## src/rtl/apd_pkg.sv

```systemverilog
// shared constants, types and configuration layout of the averaged pid duty block
package apd_pkg;

    localparam int SAMPLES_PER_STEP = 30;
    localparam int SAMPLE_BITS      = 10;

    localparam int SAMPLE_W   = 10;
    localparam int SUM_W      = 16;
    localparam int COUNT_W    = 6;
    localparam int ERR_W      = 11;
    localparam int DIFF_W     = 12;
    localparam int ESUM_W     = 24;
    localparam int GAIN_W     = 16;
    localparam int DUTY_W     = 16;
    localparam int CFG_DATA_W = 16;
    localparam int CFG_IDX_W  = 3;

    localparam int QUEUE_DEPTH = 4;
    localparam int QPTR_W      = $clog2(QUEUE_DEPTH);
    localparam int QCNT_W      = $clog2(QUEUE_DEPTH + 1);

    localparam logic [SAMPLE_W-1:0] SAMPLE_MASK  = SAMPLE_W'((1 << SAMPLE_BITS) - 1);
    localparam logic [COUNT_W-1:0]  COUNT_TARGET = COUNT_W'(SAMPLES_PER_STEP % 64);

    // block mean by reciprocal multiply, one correction step
    localparam int              DIV_SHIFT = 16;
    localparam int              RECIP_W   = 17;
    localparam logic [RECIP_W-1:0] RECIP  = RECIP_W'((2 ** DIV_SHIFT) / SAMPLES_PER_STEP);
    localparam logic [SUM_W-1:0]   DIVISOR = SUM_W'(SAMPLES_PER_STEP);
    localparam int              PROD_W    = SUM_W + RECIP_W;

    localparam logic signed [ESUM_W-1:0] INTEG_MAX = {1'b0, {(ESUM_W-1){1'b1}}};
    localparam logic signed [ESUM_W-1:0] INTEG_MIN = {1'b1, {(ESUM_W-1){1'b0}}};

    typedef enum logic [CFG_IDX_W-1:0] {
        REG_TARGET = 3'd0,
        REG_KP     = 3'd1,
        REG_KI     = 3'd2,
        REG_KD     = 3'd3,
        REG_GATE   = 3'd4,
        REG_BASE   = 3'd5,
        REG_PERIOD = 3'd6
    } t_reg_idx;

    typedef struct packed {
        logic [SAMPLE_W-1:0] target;
        logic [GAIN_W-1:0]   kp;
        logic [GAIN_W-1:0]   ki;
        logic [GAIN_W-1:0]   kd;
        logic [SAMPLE_W-1:0] gate;
        logic [DUTY_W-1:0]   base;
        logic [DUTY_W-1:0]   period;
    } t_cfg;

    localparam t_cfg CFG_RESET = '{
        target: 10'd927,
        kp:     16'd2560,
        ki:     16'd2560,
        kd:     16'd0,
        gate:   10'd40,
        base:   16'd4500,
        period: 16'd20000
    };

    typedef struct packed {
        logic             valid;
        logic [SUM_W-1:0] sum;
    } t_push;

    typedef struct packed {
        logic             empty;
        logic             full;
        logic [SUM_W-1:0] head;
    } t_q_stat;

endpackage

```

## src/rtl/apd_if.sv

```systemverilog
// sample and result channel interfaces
interface apd_sample_if;
    import apd_pkg::*;
    logic                valid;
    logic                ready;
    logic [SAMPLE_W-1:0] sample;
    modport source (output valid, output sample, input ready);
    modport sink   (input valid, input sample, output ready);
endinterface

interface apd_result_if;
    import apd_pkg::*;
    logic                valid;
    logic                ready;
    logic [DUTY_W-1:0]   duty;
    logic [SAMPLE_W-1:0] average;
    logic                clamped;
    modport source (output valid, output duty, output average, output clamped, input ready);
    modport sink   (input valid, input duty, input average, input clamped, output ready);
endinterface

```

## src/rtl/apd_front.sv

```systemverilog
// front end: block accumulation of samples, hands completed block sums to the queue
module apd_front (
    input  logic            i_clk,
    input  logic            i_rst_n,
    apd_sample_if.sink      i_in,
    input  logic            i_q_full,
    output apd_pkg::t_push  o_push
);
    import apd_pkg::*;

    logic [SUM_W-1:0]   r_sum;
    logic [COUNT_W-1:0] r_count;
    logic [SUM_W-1:0]   n_sum;
    logic [COUNT_W-1:0] n_count;
    logic               w_take;
    logic               w_done;

    assign i_in.ready = !i_q_full;
    assign w_take     = i_in.valid && i_in.ready;
    assign n_sum      = r_sum + SUM_W'(i_in.sample & SAMPLE_MASK);
    assign n_count    = r_count + COUNT_W'(1);
    assign w_done     = (n_count == COUNT_TARGET);

    assign o_push.valid = w_take && w_done;
    assign o_push.sum   = n_sum;

    always_ff @(posedge i_clk) begin
        if (!i_rst_n) begin
            r_sum   <= '0;
            r_count <= '0;
        end else if (w_take) begin
            r_sum   <= w_done ? '0 : n_sum;
            r_count <= w_done ? '0 : n_count;
        end
    end

    assert property (@(posedge i_clk) disable iff (!i_rst_n)
        ({1'b0, r_count} < 7'(SAMPLES_PER_STEP)))
        else $error("block count past block length");

endmodule

```

## src/rtl/apd_queue.sv

```systemverilog
// short queue of block sums between front and back end
module apd_queue (
    input  logic             i_clk,
    input  logic             i_rst_n,
    input  apd_pkg::t_push   i_push,
    input  logic             i_pop,
    output apd_pkg::t_q_stat o_stat
);
    import apd_pkg::*;

    logic [SUM_W-1:0]  r_mem [QUEUE_DEPTH];
    logic [QPTR_W-1:0] r_wr;
    logic [QPTR_W-1:0] r_rd;
    logic [QCNT_W-1:0] r_count;

    function automatic logic [QPTR_W-1:0] next_ptr(input logic [QPTR_W-1:0] p);
        return (p == QPTR_W'(QUEUE_DEPTH - 1)) ? '0 : p + QPTR_W'(1);
    endfunction

    assign o_stat.empty = (r_count == '0);
    assign o_stat.full  = (r_count == QCNT_W'(QUEUE_DEPTH));
    assign o_stat.head  = r_mem[r_rd];

    always_ff @(posedge i_clk) begin
        if (i_push.valid) begin
            r_mem[r_wr] <= i_push.sum;
        end
    end

    always_ff @(posedge i_clk) begin
        if (!i_rst_n) begin
            r_wr    <= '0;
            r_rd    <= '0;
            r_count <= '0;
        end else begin
            if (i_push.valid) r_wr <= next_ptr(r_wr);
            if (i_pop)        r_rd <= next_ptr(r_rd);
            case ({i_push.valid, i_pop})
                2'b10:   r_count <= r_count + QCNT_W'(1);
                2'b01:   r_count <= r_count - QCNT_W'(1);
                default: r_count <= r_count;
            endcase
        end
    end

    assert property (@(posedge i_clk) disable iff (!i_rst_n)
        (r_count <= QCNT_W'(QUEUE_DEPTH)))
        else $error("queue count beyond depth");

    assert property (@(posedge i_clk) disable iff (!i_rst_n)
        (i_push.valid && !i_pop) |=> (r_count != '0))
        else $error("queue empty right after push");

endmodule

```

## src/rtl/apd_back.sv

```systemverilog
// back end: block mean, pid step with gated integral, duty clamp and output register
module apd_back (
    input  logic             i_clk,
    input  logic             i_rst_n,
    input  apd_pkg::t_cfg    i_cfg,
    input  apd_pkg::t_q_stat i_q,
    output logic             o_pop,
    apd_result_if.source     o_out
);
    import apd_pkg::*;

    logic w_adv;

    // stage valids
    logic r_v1, r_v2, r_v3, r_v4, r_v5;

    // stage 1: reciprocal product
    logic [SUM_W-1:0]  r_sum1;
    logic [PROD_W-1:0] r_prod1;

    // stage 2: mean and error
    logic [SUM_W-1:0]        w_q0;
    logic [SUM_W-1:0]        w_rem;
    logic [SUM_W-1:0]        w_q;
    logic [SAMPLE_W-1:0]     w_avg;
    logic [SAMPLE_W-1:0]     r_avg2;
    logic signed [ERR_W-1:0] r_e2;

    // stage 3: integrator state and derivative term
    logic signed [ESUM_W-1:0] r_esum;
    logic signed [ERR_W-1:0]  r_last_e;
    logic signed [ESUM_W:0]   w_t;
    logic signed [ESUM_W-1:0] w_esum;
    logic [SAMPLE_W-1:0]      r_avg3;
    logic signed [ERR_W-1:0]  r_e3;
    logic signed [ESUM_W-1:0] r_esum3;
    logic signed [DIFF_W-1:0] r_diff3;

    // stage 4: gain products
    localparam int PKP_W = GAIN_W + 1 + ERR_W;
    localparam int PKI_W = GAIN_W + 1 + ESUM_W;
    localparam int PKD_W = GAIN_W + 1 + DIFF_W;
    localparam int ACC_W = PKI_W + 1;
    localparam int DSUM_W = 36;
    logic signed [PKP_W-1:0] w_pkp, r_pkp4;
    logic signed [PKI_W-1:0] w_pki, r_pki4;
    logic signed [PKD_W-1:0] w_pkd, r_pkd4;
    logic [SAMPLE_W-1:0]     r_avg4;

    // stage 5: accumulated controller output
    logic signed [ACC_W-1:0] r_acc5;
    logic [SAMPLE_W-1:0]     r_avg5;

    // output stage
    logic signed [ACC_W-1:0]  w_sh;
    logic signed [DSUM_W-1:0] w_duty;
    logic signed [DSUM_W-1:0] w_period;
    logic [DUTY_W-1:0]        w_duty_c;
    logic                     w_clip;
    logic                     r_out_valid;
    logic [DUTY_W-1:0]        r_out_duty;
    logic [SAMPLE_W-1:0]      r_out_avg;
    logic                     r_out_clamped;

    // the whole pipe moves whenever the output register can take a new item
    assign w_adv = !r_out_valid || o_out.ready;
    assign o_pop = w_adv && !i_q.empty;

    assign w_q0  = SUM_W'(r_prod1 >> DIV_SHIFT);
    assign w_rem = r_sum1 - SUM_W'(w_q0 * DIVISOR);
    assign w_q   = (w_rem >= DIVISOR) ? w_q0 + SUM_W'(1) : w_q0;
    assign w_avg = w_q[SAMPLE_W-1:0];

    // gate compare and saturating integral add
    always_comb begin
        w_t = (ESUM_W + 1)'(r_esum) + (ESUM_W + 1)'(r_e2);
        if (r_e2 > $signed({1'b0, i_cfg.gate})) begin
            w_esum = r_esum;
        end else if (w_t > (ESUM_W + 1)'(INTEG_MAX)) begin
            w_esum = INTEG_MAX;
        end else if (w_t < (ESUM_W + 1)'(INTEG_MIN)) begin
            w_esum = INTEG_MIN;
        end else begin
            w_esum = ESUM_W'(w_t);
        end
    end

    assign w_pkp = $signed({1'b0, i_cfg.kp}) * r_e3;
    assign w_pki = $signed({1'b0, i_cfg.ki}) * r_esum3;
    assign w_pkd = $signed({1'b0, i_cfg.kd}) * r_diff3;

    // arithmetic shift rounds toward minus infinity
    always_comb begin
        w_sh     = r_acc5 >>> 8;
        w_duty   = DSUM_W'(w_sh) + $signed({{(DSUM_W-DUTY_W){1'b0}}, i_cfg.base});
        w_period = $signed({{(DSUM_W-DUTY_W){1'b0}}, i_cfg.period});
        if (w_duty < 0) begin
            w_duty_c = '0;
            w_clip   = 1'b1;
        end else if (w_duty > w_period) begin
            w_duty_c = i_cfg.period;
            w_clip   = 1'b1;
        end else begin
            w_duty_c = w_duty[DUTY_W-1:0];
            w_clip   = 1'b0;
        end
    end

    always_ff @(posedge i_clk) begin
        if (!i_rst_n) begin
            r_v1        <= 1'b0;
            r_v2        <= 1'b0;
            r_v3        <= 1'b0;
            r_v4        <= 1'b0;
            r_v5        <= 1'b0;
            r_out_valid <= 1'b0;
            r_esum      <= '0;
            r_last_e    <= '0;
        end else if (w_adv) begin
            r_v1        <= !i_q.empty;
            r_v2        <= r_v1;
            r_v3        <= r_v2;
            r_v4        <= r_v3;
            r_v5        <= r_v4;
            r_out_valid <= r_v5;
            if (r_v2) begin
                r_esum   <= w_esum;
                r_last_e <= r_e2;
            end
        end
    end

    always_ff @(posedge i_clk) begin
        if (w_adv) begin
            r_sum1  <= i_q.head;
            r_prod1 <= i_q.head * RECIP;
            r_avg2  <= w_avg;
            // mean never exceeds the sample range, so the error fits without saturation
            r_e2    <= $signed({1'b0, i_cfg.target}) - $signed({1'b0, w_avg});
            r_avg3  <= r_avg2;
            r_e3    <= r_e2;
            r_esum3 <= w_esum;
            r_diff3 <= DIFF_W'(r_e2) - DIFF_W'(r_last_e);
            r_avg4  <= r_avg3;
            r_pkp4  <= w_pkp;
            r_pki4  <= w_pki;
            r_pkd4  <= w_pkd;
            r_avg5  <= r_avg4;
            r_acc5  <= ACC_W'(r_pkp4) + ACC_W'(r_pki4) + ACC_W'(r_pkd4);
            if (r_v5) begin
                r_out_duty    <= w_duty_c;
                r_out_avg     <= r_avg5;
                r_out_clamped <= w_clip;
            end
        end
    end

    assign o_out.valid   = r_out_valid;
    assign o_out.duty    = r_out_duty;
    assign o_out.average = r_out_avg;
    assign o_out.clamped = r_out_clamped;

    assert property (@(posedge i_clk) disable iff (!i_rst_n)
        (r_out_valid && !r_out_clamped) |-> (r_out_duty <= i_cfg.period))
        else $error("unclamped duty above period");

    assert property (@(posedge i_clk) disable iff (!i_rst_n)
        (r_out_valid && r_out_clamped) |->
            (r_out_duty == '0 || r_out_duty == i_cfg.period))
        else $error("clamped duty not at a limit");

endmodule

```

## src/rtl/averaged_pid_pwm_duty.sv

```systemverilog
// top level: averaged pid controller producing a clamped pwm compare count
// throughput: one sample per cycle; results go through a 5-stage back pipe and one output register
// the front stalls only when the 4-entry block queue is full behind a stalled output
// reset (synchronous, active low) clears sums, counts, integral, last error and all valids
// and loads the register defaults
module averaged_pid_pwm_duty (
    input  logic                              i_clk,
    input  logic                              i_rst_n,
    apd_sample_if.sink                        i_in,
    apd_result_if.source                      o_out,
    input  logic                              i_cfg_we,
    input  logic [apd_pkg::CFG_IDX_W-1:0]     i_cfg_index,
    input  logic [apd_pkg::CFG_DATA_W-1:0]    i_cfg_data
);
    import apd_pkg::*;

    t_cfg    r_cfg;
    t_push   w_push;
    t_q_stat w_q;
    logic    w_pop;

    // register file, writes are masked to each register's width
    always_ff @(posedge i_clk) begin
        if (!i_rst_n) begin
            r_cfg <= CFG_RESET;
        end else if (i_cfg_we) begin
            case (t_reg_idx'(i_cfg_index))
                REG_TARGET: r_cfg.target <= i_cfg_data[SAMPLE_W-1:0];
                REG_KP:     r_cfg.kp     <= i_cfg_data[GAIN_W-1:0];
                REG_KI:     r_cfg.ki     <= i_cfg_data[GAIN_W-1:0];
                REG_KD:     r_cfg.kd     <= i_cfg_data[GAIN_W-1:0];
                REG_GATE:   r_cfg.gate   <= i_cfg_data[SAMPLE_W-1:0];
                REG_BASE:   r_cfg.base   <= i_cfg_data[DUTY_W-1:0];
                REG_PERIOD: r_cfg.period <= i_cfg_data[DUTY_W-1:0];
                default:    r_cfg        <= r_cfg;
            endcase
        end
    end

    // front: sums each block of samples, pushes the sum when the block closes
    apd_front u_front (
        .i_clk    (i_clk),
        .i_rst_n  (i_rst_n),
        .i_in     (i_in),
        .i_q_full (w_q.full),
        .o_push   (w_push)
    );

    // decouples sample intake from a stalled result consumer
    apd_queue u_queue (
        .i_clk   (i_clk),
        .i_rst_n (i_rst_n),
        .i_push  (w_push),
        .i_pop   (w_pop),
        .o_stat  (w_q)
    );

    // back: mean, pid step, clamp, output register
    apd_back u_back (
        .i_clk   (i_clk),
        .i_rst_n (i_rst_n),
        .i_cfg   (r_cfg),
        .i_q     (w_q),
        .o_pop   (w_pop),
        .o_out   (o_out)
    );

    assert property (@(posedge i_clk) disable iff (!i_rst_n)
        !(w_pop && w_q.empty))
        else $error("pop from empty queue");

endmodule
```

## src/flat_wrapper.sv

```systemverilog
// flat-port wrapper written by rule: the top's interface ports become plain ports
module averaged_pid_pwm_duty_flat import apd_pkg::*;
  (i_clk, i_rst_n, i_cfg_we, i_cfg_index, i_cfg_data, i_in_valid, i_in_sample, i_in_ready, o_out_valid, o_out_duty, o_out_average, o_out_clamped, o_out_ready);
  apd_sample_if i_in_i ();
  apd_result_if o_out_i ();
  input  logic i_clk;
  input  logic i_rst_n;
  input  logic i_cfg_we;
  input  logic [apd_pkg::CFG_IDX_W-1:0] i_cfg_index;
  input  logic [apd_pkg::CFG_DATA_W-1:0] i_cfg_data;
  input wire logic [$bits(i_in_i.valid)-1:0] i_in_valid;
  input wire logic [$bits(i_in_i.sample)-1:0] i_in_sample;
  output wire logic [$bits(i_in_i.ready)-1:0] i_in_ready;
  output wire logic [$bits(o_out_i.valid)-1:0] o_out_valid;
  output wire logic [$bits(o_out_i.duty)-1:0] o_out_duty;
  output wire logic [$bits(o_out_i.average)-1:0] o_out_average;
  output wire logic [$bits(o_out_i.clamped)-1:0] o_out_clamped;
  input wire logic [$bits(o_out_i.ready)-1:0] o_out_ready;
  assign i_in_i.valid = i_in_valid;
  assign i_in_i.sample = i_in_sample;
  assign i_in_ready = i_in_i.ready;
  assign o_out_valid = o_out_i.valid;
  assign o_out_duty = o_out_i.duty;
  assign o_out_average = o_out_i.average;
  assign o_out_clamped = o_out_i.clamped;
  assign o_out_i.ready = o_out_ready;
  averaged_pid_pwm_duty u_core (.i_clk(i_clk), .i_rst_n(i_rst_n), .i_in(i_in_i), .o_out(o_out_i), .i_cfg_we(i_cfg_we), .i_cfg_index(i_cfg_index), .i_cfg_data(i_cfg_data));
endmodule
```

## config.mk

```make
export PLATFORM = sky130hd
export DESIGN_NAME = averaged_pid_pwm_duty_flat
export DESIGN_NICKNAME = d
export VERILOG_FILES = /design/src/rtl/apd_pkg.sv /design/src/rtl/apd_if.sv /design/src/rtl/apd_front.sv /design/src/rtl/apd_queue.sv /design/src/rtl/apd_back.sv /design/src/rtl/averaged_pid_pwm_duty.sv /design/src/flat_wrapper.sv
export SDC_FILE = /design/constraint.sdc
export NUM_CORES = 2
export LEC_CHECK = 0
export ABC_AREA = 1
export BUFFER_PORTS_ARGS = -buffer_cell sky130_fd_sc_hd__buf_2
export CORE_ASPECT_RATIO = 0.9
export CORE_MARGIN = 4
export CORE_UTILIZATION = 45
export CTS_BUF_LIST = sky130_fd_sc_hd__clkbuf_16
export CTS_CLUSTER_SIZE = 14
export DETAILED_ROUTE_END_ITERATION = 16
export HOLD_SLACK_MARGIN = 0.12
export PLACE_DENSITY = 0.61
export SYNTH_ARGS = -nofsm -noshare
export SYNTH_HDL_FRONTEND = slang
export SYNTH_SLANG_ARGS = --single-unit
```

## constraint.sdc

```tcl
create_clock -name i_clk -period 15.3 [get_ports i_clk]
set_input_delay 3.06 -clock i_clk [delete_from_list [all_inputs] [get_ports i_clk]]
set_output_delay 3.06 -clock i_clk [all_outputs]
set_load 0.05 [all_outputs]
```

==> impl_table.tex <==
\begin{tabular}{lr}
\hline
Metric & Value \\
\hline
\multicolumn{2}{l}{\textbf{Status}} \\
\quad Run status & completed \\
\multicolumn{2}{l}{\textbf{Critical path}} \\
\quad Worst endpoint data arrival time & 7.43 ns \\
\quad Endpoint required time on the critical path & 15.74 ns \\
\quad Max FO, Critical Path & 16 \\
\quad Master of the slowest instance on the critical path & sky130\_fd\_sc\_hd\_\_edfxtp\_1 \\
\quad Element type at the critical path end & flip-flop \\
\quad Max stage delay on crit path & 0.62 ns \\
\quad Worst setup path class & flip-flop to flip-flop \\
\quad Most frequent cell on the critical path & sky130\_fd\_sc\_hd\_\_nand2\_1 \\
\quad Startpoint type of the worst setup path & flip-flop \\
\multicolumn{2}{l}{\textbf{Timing}} \\
\quad Final period util & 45.7\% \\
\quad Setup-violating endpoint count in the final report & 0 \\
\quad Worst Skew & 0.0624 ns \\
\quad Max-slew headroom & 24.8\% \\
\quad Setup TNS & 0 ns \\
\quad Endpoints failing hold & 0 \\
\quad Number of pins exceeding their max-slew limit in the final report & 0 \\
\quad Setup repair after global routing missed its margin & false \\
\quad Pin slew with the least headroom to its limit & 1.13 ns \\
\quad Post-layout minimum cycle time & 6.99 ns \\
\quad FMAX & 143 MHz \\
\multicolumn{2}{l}{\textbf{Synth}} \\
\quad Netlist area before placement & 55000 sq um \\
\quad Number of nets in the synthesized netlist & 7637 \\
\quad Yosys warning count & 0 \\
\quad Post-synth top area share & 26.1\% \\
\quad Fraction of registers with async set or reset after synthesis & 0\% \\
\quad Cell count after synthesis & 6385 \\
\quad Avg Synthesized Cell Area & 8.62 sq um \\
\quad Proportion of synthesized chip area in sequential cells & 25.2\% \\
\quad Synthesized flop and latch total & 520 \\
\quad Most frequent cells after synthesis & sky130\_fd\_sc\_hd\_\_inv\_1 (1426), sky130\_fd\_sc\_hd\_\_nand2\_1 (1377), sky130\_fd\_sc\_hd\_\_fa\_1 (718), sky130\_fd\_sc\_hd\_\_ha\_1 (500), sky130\_fd\_sc\_hd\_\_nor2\_1 (352) \\
\quad Number of flops mapped to enable cells by yosys & 348 \\
\quad Dominant cell by count in the synthesized netlist & sky130\_fd\_sc\_hd\_\_inv\_1 \\
\quad Top cells by area, synth & sky130\_fd\_sc\_hd\_\_fa\_1 (26\%), sky130\_fd\_sc\_hd\_\_edfxtp\_1 (19\%), sky130\_fd\_sc\_hd\_\_ha\_1 (11\%) \\
\quad Most frequently used flop master after synthesis & sky130\_fd\_sc\_hd\_\_edfxtp\_1 \\
\quad Unique cell type count in the Yosys netlist & 60 \\
\quad Cell taking the most area after synthesis & sky130\_fd\_sc\_hd\_\_fa\_1 \\
\multicolumn{2}{l}{\textbf{Route}} \\
\quad Drt wl/cell & 17.6 microns \\
\quad Total wirelength of the detailed-routed design & 140000 microns \\
\quad Ratio of routed vias to standard cells & 5.09 \\
\quad Final antenna-violating net count & 0 \\
\quad Number of detailed-routing iterations run before antenna repair & 5 \\
\quad Total number of vias & 40500 \\
\quad Post-route DRC violation count & 0 \\
\quad Iteration-0 DRC count of the detailed router & 2711 \\
\multicolumn{2}{l}{\textbf{Clock network}} \\
\quad Max Buffers Root-to-Sink & 3 \\
\quad Total of hold buffers inserted after clock tree synthesis & 0 \\
\quad CTS-repair resized insts & 0 \\
\quad Total CTS buffers & 60 \\
\quad Clock-pin slew of the registers on the worst-case setup and hold paths & 0.06 ns \\
\quad Clock latency on the worst-skew pair & 0.69 ns \\
\quad Library cell used as clock root buffer & sky130\_fd\_sc\_hd\_\_clkbuf\_16 \\
\quad Clock tree from TritonCTS & yes \\
\quad Count of clock tree sinks & 520 \\
\quad Number of levels the H-tree was split into & 2 \\
\quad Post-CTS repair timing setup buffer count & 0 \\
\multicolumn{2}{l}{\textbf{Run}} \\
\quad Max-Cap Viols & 0 \\
\multicolumn{2}{l}{\textbf{Floorplanning}} \\
\quad Rows & 121 \\
\quad Die area & 128000 sq um \\
\quad X dimension of the die & 377 microns \\
\quad Core area & 121000 sq um \\
\quad Die span in y & 340 microns \\
\quad Effective utilization at floorplan & 45.4\% \\
\quad Num ports & 63 \\
\multicolumn{2}{l}{\textbf{Layout}} \\
\quad Layout cells sized above 1 & 4.01\% \\
\quad Net count reported at finish & 7554 \\
\quad Layout overhead on the synthesized area & 6.91\% \\
\quad Final cell count without fillers & 7960 \\
\multicolumn{2}{l}{\textbf{Global routing}} \\
\quad Vias in the first global route & 41300 \\
\quad Largest net degree at the start of global routing & 110 \\
\quad Number of antenna violations at the first check in global routing & 7 \\
\quad Wire length of the first global-routing pass & 226000 microns \\
\quad Grt ovf & 0 \\
\quad Total routing resource utilization after global routing & 22.3\% \\
\multicolumn{2}{l}{\textbf{Placed design}} \\
\quad Number of buffers inserted by port buffering & 62 \\
\quad Number of placed instances, taps included & 7839 \\
\quad Global placement routability congestion & 0.898 \\
\quad Half-perimeter wire length after detailed placement & 108000 microns \\
\multicolumn{2}{l}{\textbf{Worst hold path}} \\
\quad Classification of the worst-slack hold path & flip-flop to flip-flop \\
\hline
\end{tabular}
-- per-layer routing --
| layer | GRT usage, % | up-vias | wire, microns |
|---|---|---|---|
| met5 | 0 | - | 23 |
| met4 | 6.50 | 4 | 3990 |
| met3 | 3.78 | 170 | 9900 |
| met2 | 35.6 | 1122 | 62600 |
| met1 | 31.4 | 19700 | 63700 |
| li1 | - | 19500 | - |
-- logic make-up (layout without fill, tap and decap cells) --
family	count (synthesis)	after routing	share of synthesized area, %
adder cells (fa/ha/maj)	1218	1218	37.5
XOR/XNOR	234	234	3.75
AND/OR/NAND/NOR	1973	1973	14.4
flip-flops	520	520	25.2
buffers and inverters	1664	1633	11.4
other	0	7	0
AO/OA/AOI/OAI	776	776	7.74
-- worst max-delay path: cells and delay by family, from the launching register on --
kind	cells	cell delay, ns
XOR/XNOR	2	0.47
adder cells (fa/ha/maj)	5	1.84
buffers and inverters	3	0.19
AO/OA/AOI/OAI	9	2.07
flip-flops	1	0.62
AND/OR/NAND/NOR	17	1.54
-- worst paths after layout --
| path | startpoint | endpoint | slack, ns | cells past startpoint |
|---|---|---|---|---|
| max reg2reg | u_core.u_back.r_prod1[16] | u_core.u_back.r_e2[9] | 8.31 | 36 |
| min | u_core.u_back.r_avg4[8] | u_core.u_back.r_avg5[8] | 0.41 | 0 |
| max | u_core.u_back.r_prod1[16] | u_core.u_back.r_e2[9] | 8.31 | 36 |
| min reg2reg | u_core.u_back.r_avg4[8] | u_core.u_back.r_avg5[8] | 0.41 | 0 |
-- metrics by stage --
stage	hold WS [ns]	setup slack, ns	instance area, sq um	utilization, %
after floorplan	0.400	5.42	55000	-
after global placement	0.401	8.45	56700	46.7
after detailed placement	0.405	8.30	56700	46.7
after CTS	0.412	8.27	58800	48.5
after global routing	0.415	7.63	58800	48.5
final	0.414	8.31	58800	48.5
-- sequential cells by signal, summed over array words and instances (netlist names), 3 cells and up, named ones only --
signal / count
u_core.r_cfg: 100
u_core.u_back.o_out.average: 10
u_core.u_back.o_out.duty: 16
u_core.u_back.r_acc5: 34
u_core.u_back.r_avg2: 10
u_core.u_back.r_avg3: 10
u_core.u_back.r_avg4: 10
u_core.u_back.r_avg5: 10
u_core.u_back.r_diff3: 12
u_core.u_back.r_e2: 11
u_core.u_back.r_e3: 11
u_core.u_back.r_esum: 24
u_core.u_back.r_esum3: 24
u_core.u_back.r_last_e: 11
u_core.u_back.r_pkd4: 29
u_core.u_back.r_pki4: 41
u_core.u_back.r_pkp4: 28
u_core.u_back.r_prod1: 12
u_core.u_back.r_sum1: 15
u_core.u_front.r_count: 6
u_core.u_front.r_sum: 16
u_core.u_queue.r_count: 3
u_core.u_queue.r_mem: 64
-- cells in the final DEF, fill, tap and decap left out, types with 28 or more instances in the layout --
cell type	n
sky130_fd_sc_hd__a21oi_1	348
sky130_fd_sc_hd__buf_2	61
sky130_fd_sc_hd__buf_4	28
sky130_fd_sc_hd__clkbuf_16	60
sky130_fd_sc_hd__dfxtp_1	172
sky130_fd_sc_hd__edfxtp_1	348
sky130_fd_sc_hd__fa_1	718
sky130_fd_sc_hd__ha_1	500
sky130_fd_sc_hd__inv_1	1427
sky130_fd_sc_hd__nand2_1	1377
sky130_fd_sc_hd__nand3_1	120
sky130_fd_sc_hd__nand4_1	37
sky130_fd_sc_hd__nor2_1	347
sky130_fd_sc_hd__o21ai_0	259
sky130_fd_sc_hd__xnor2_1	73
sky130_fd_sc_hd__xor2_1	159
-- layout make-up --
cell class | instances | area [sq um]
Fill cell | 11500 | 62400
Timing Repair Buffer | 89 | 515
Antenna cell | 7 | 17.5
Clock inverter | 54 | 648
Sequential cell | 520 | 13900
Inverter | 1430 | 5380
Clock buffer | 60 | 1500
Tap cell | 1599 | 2000
Multi-Input combinational cell | 4201 | 34900
Power is not shown: default switching activity piles up to over one toggle a cycle in this logic, so the estimate is an artifact.
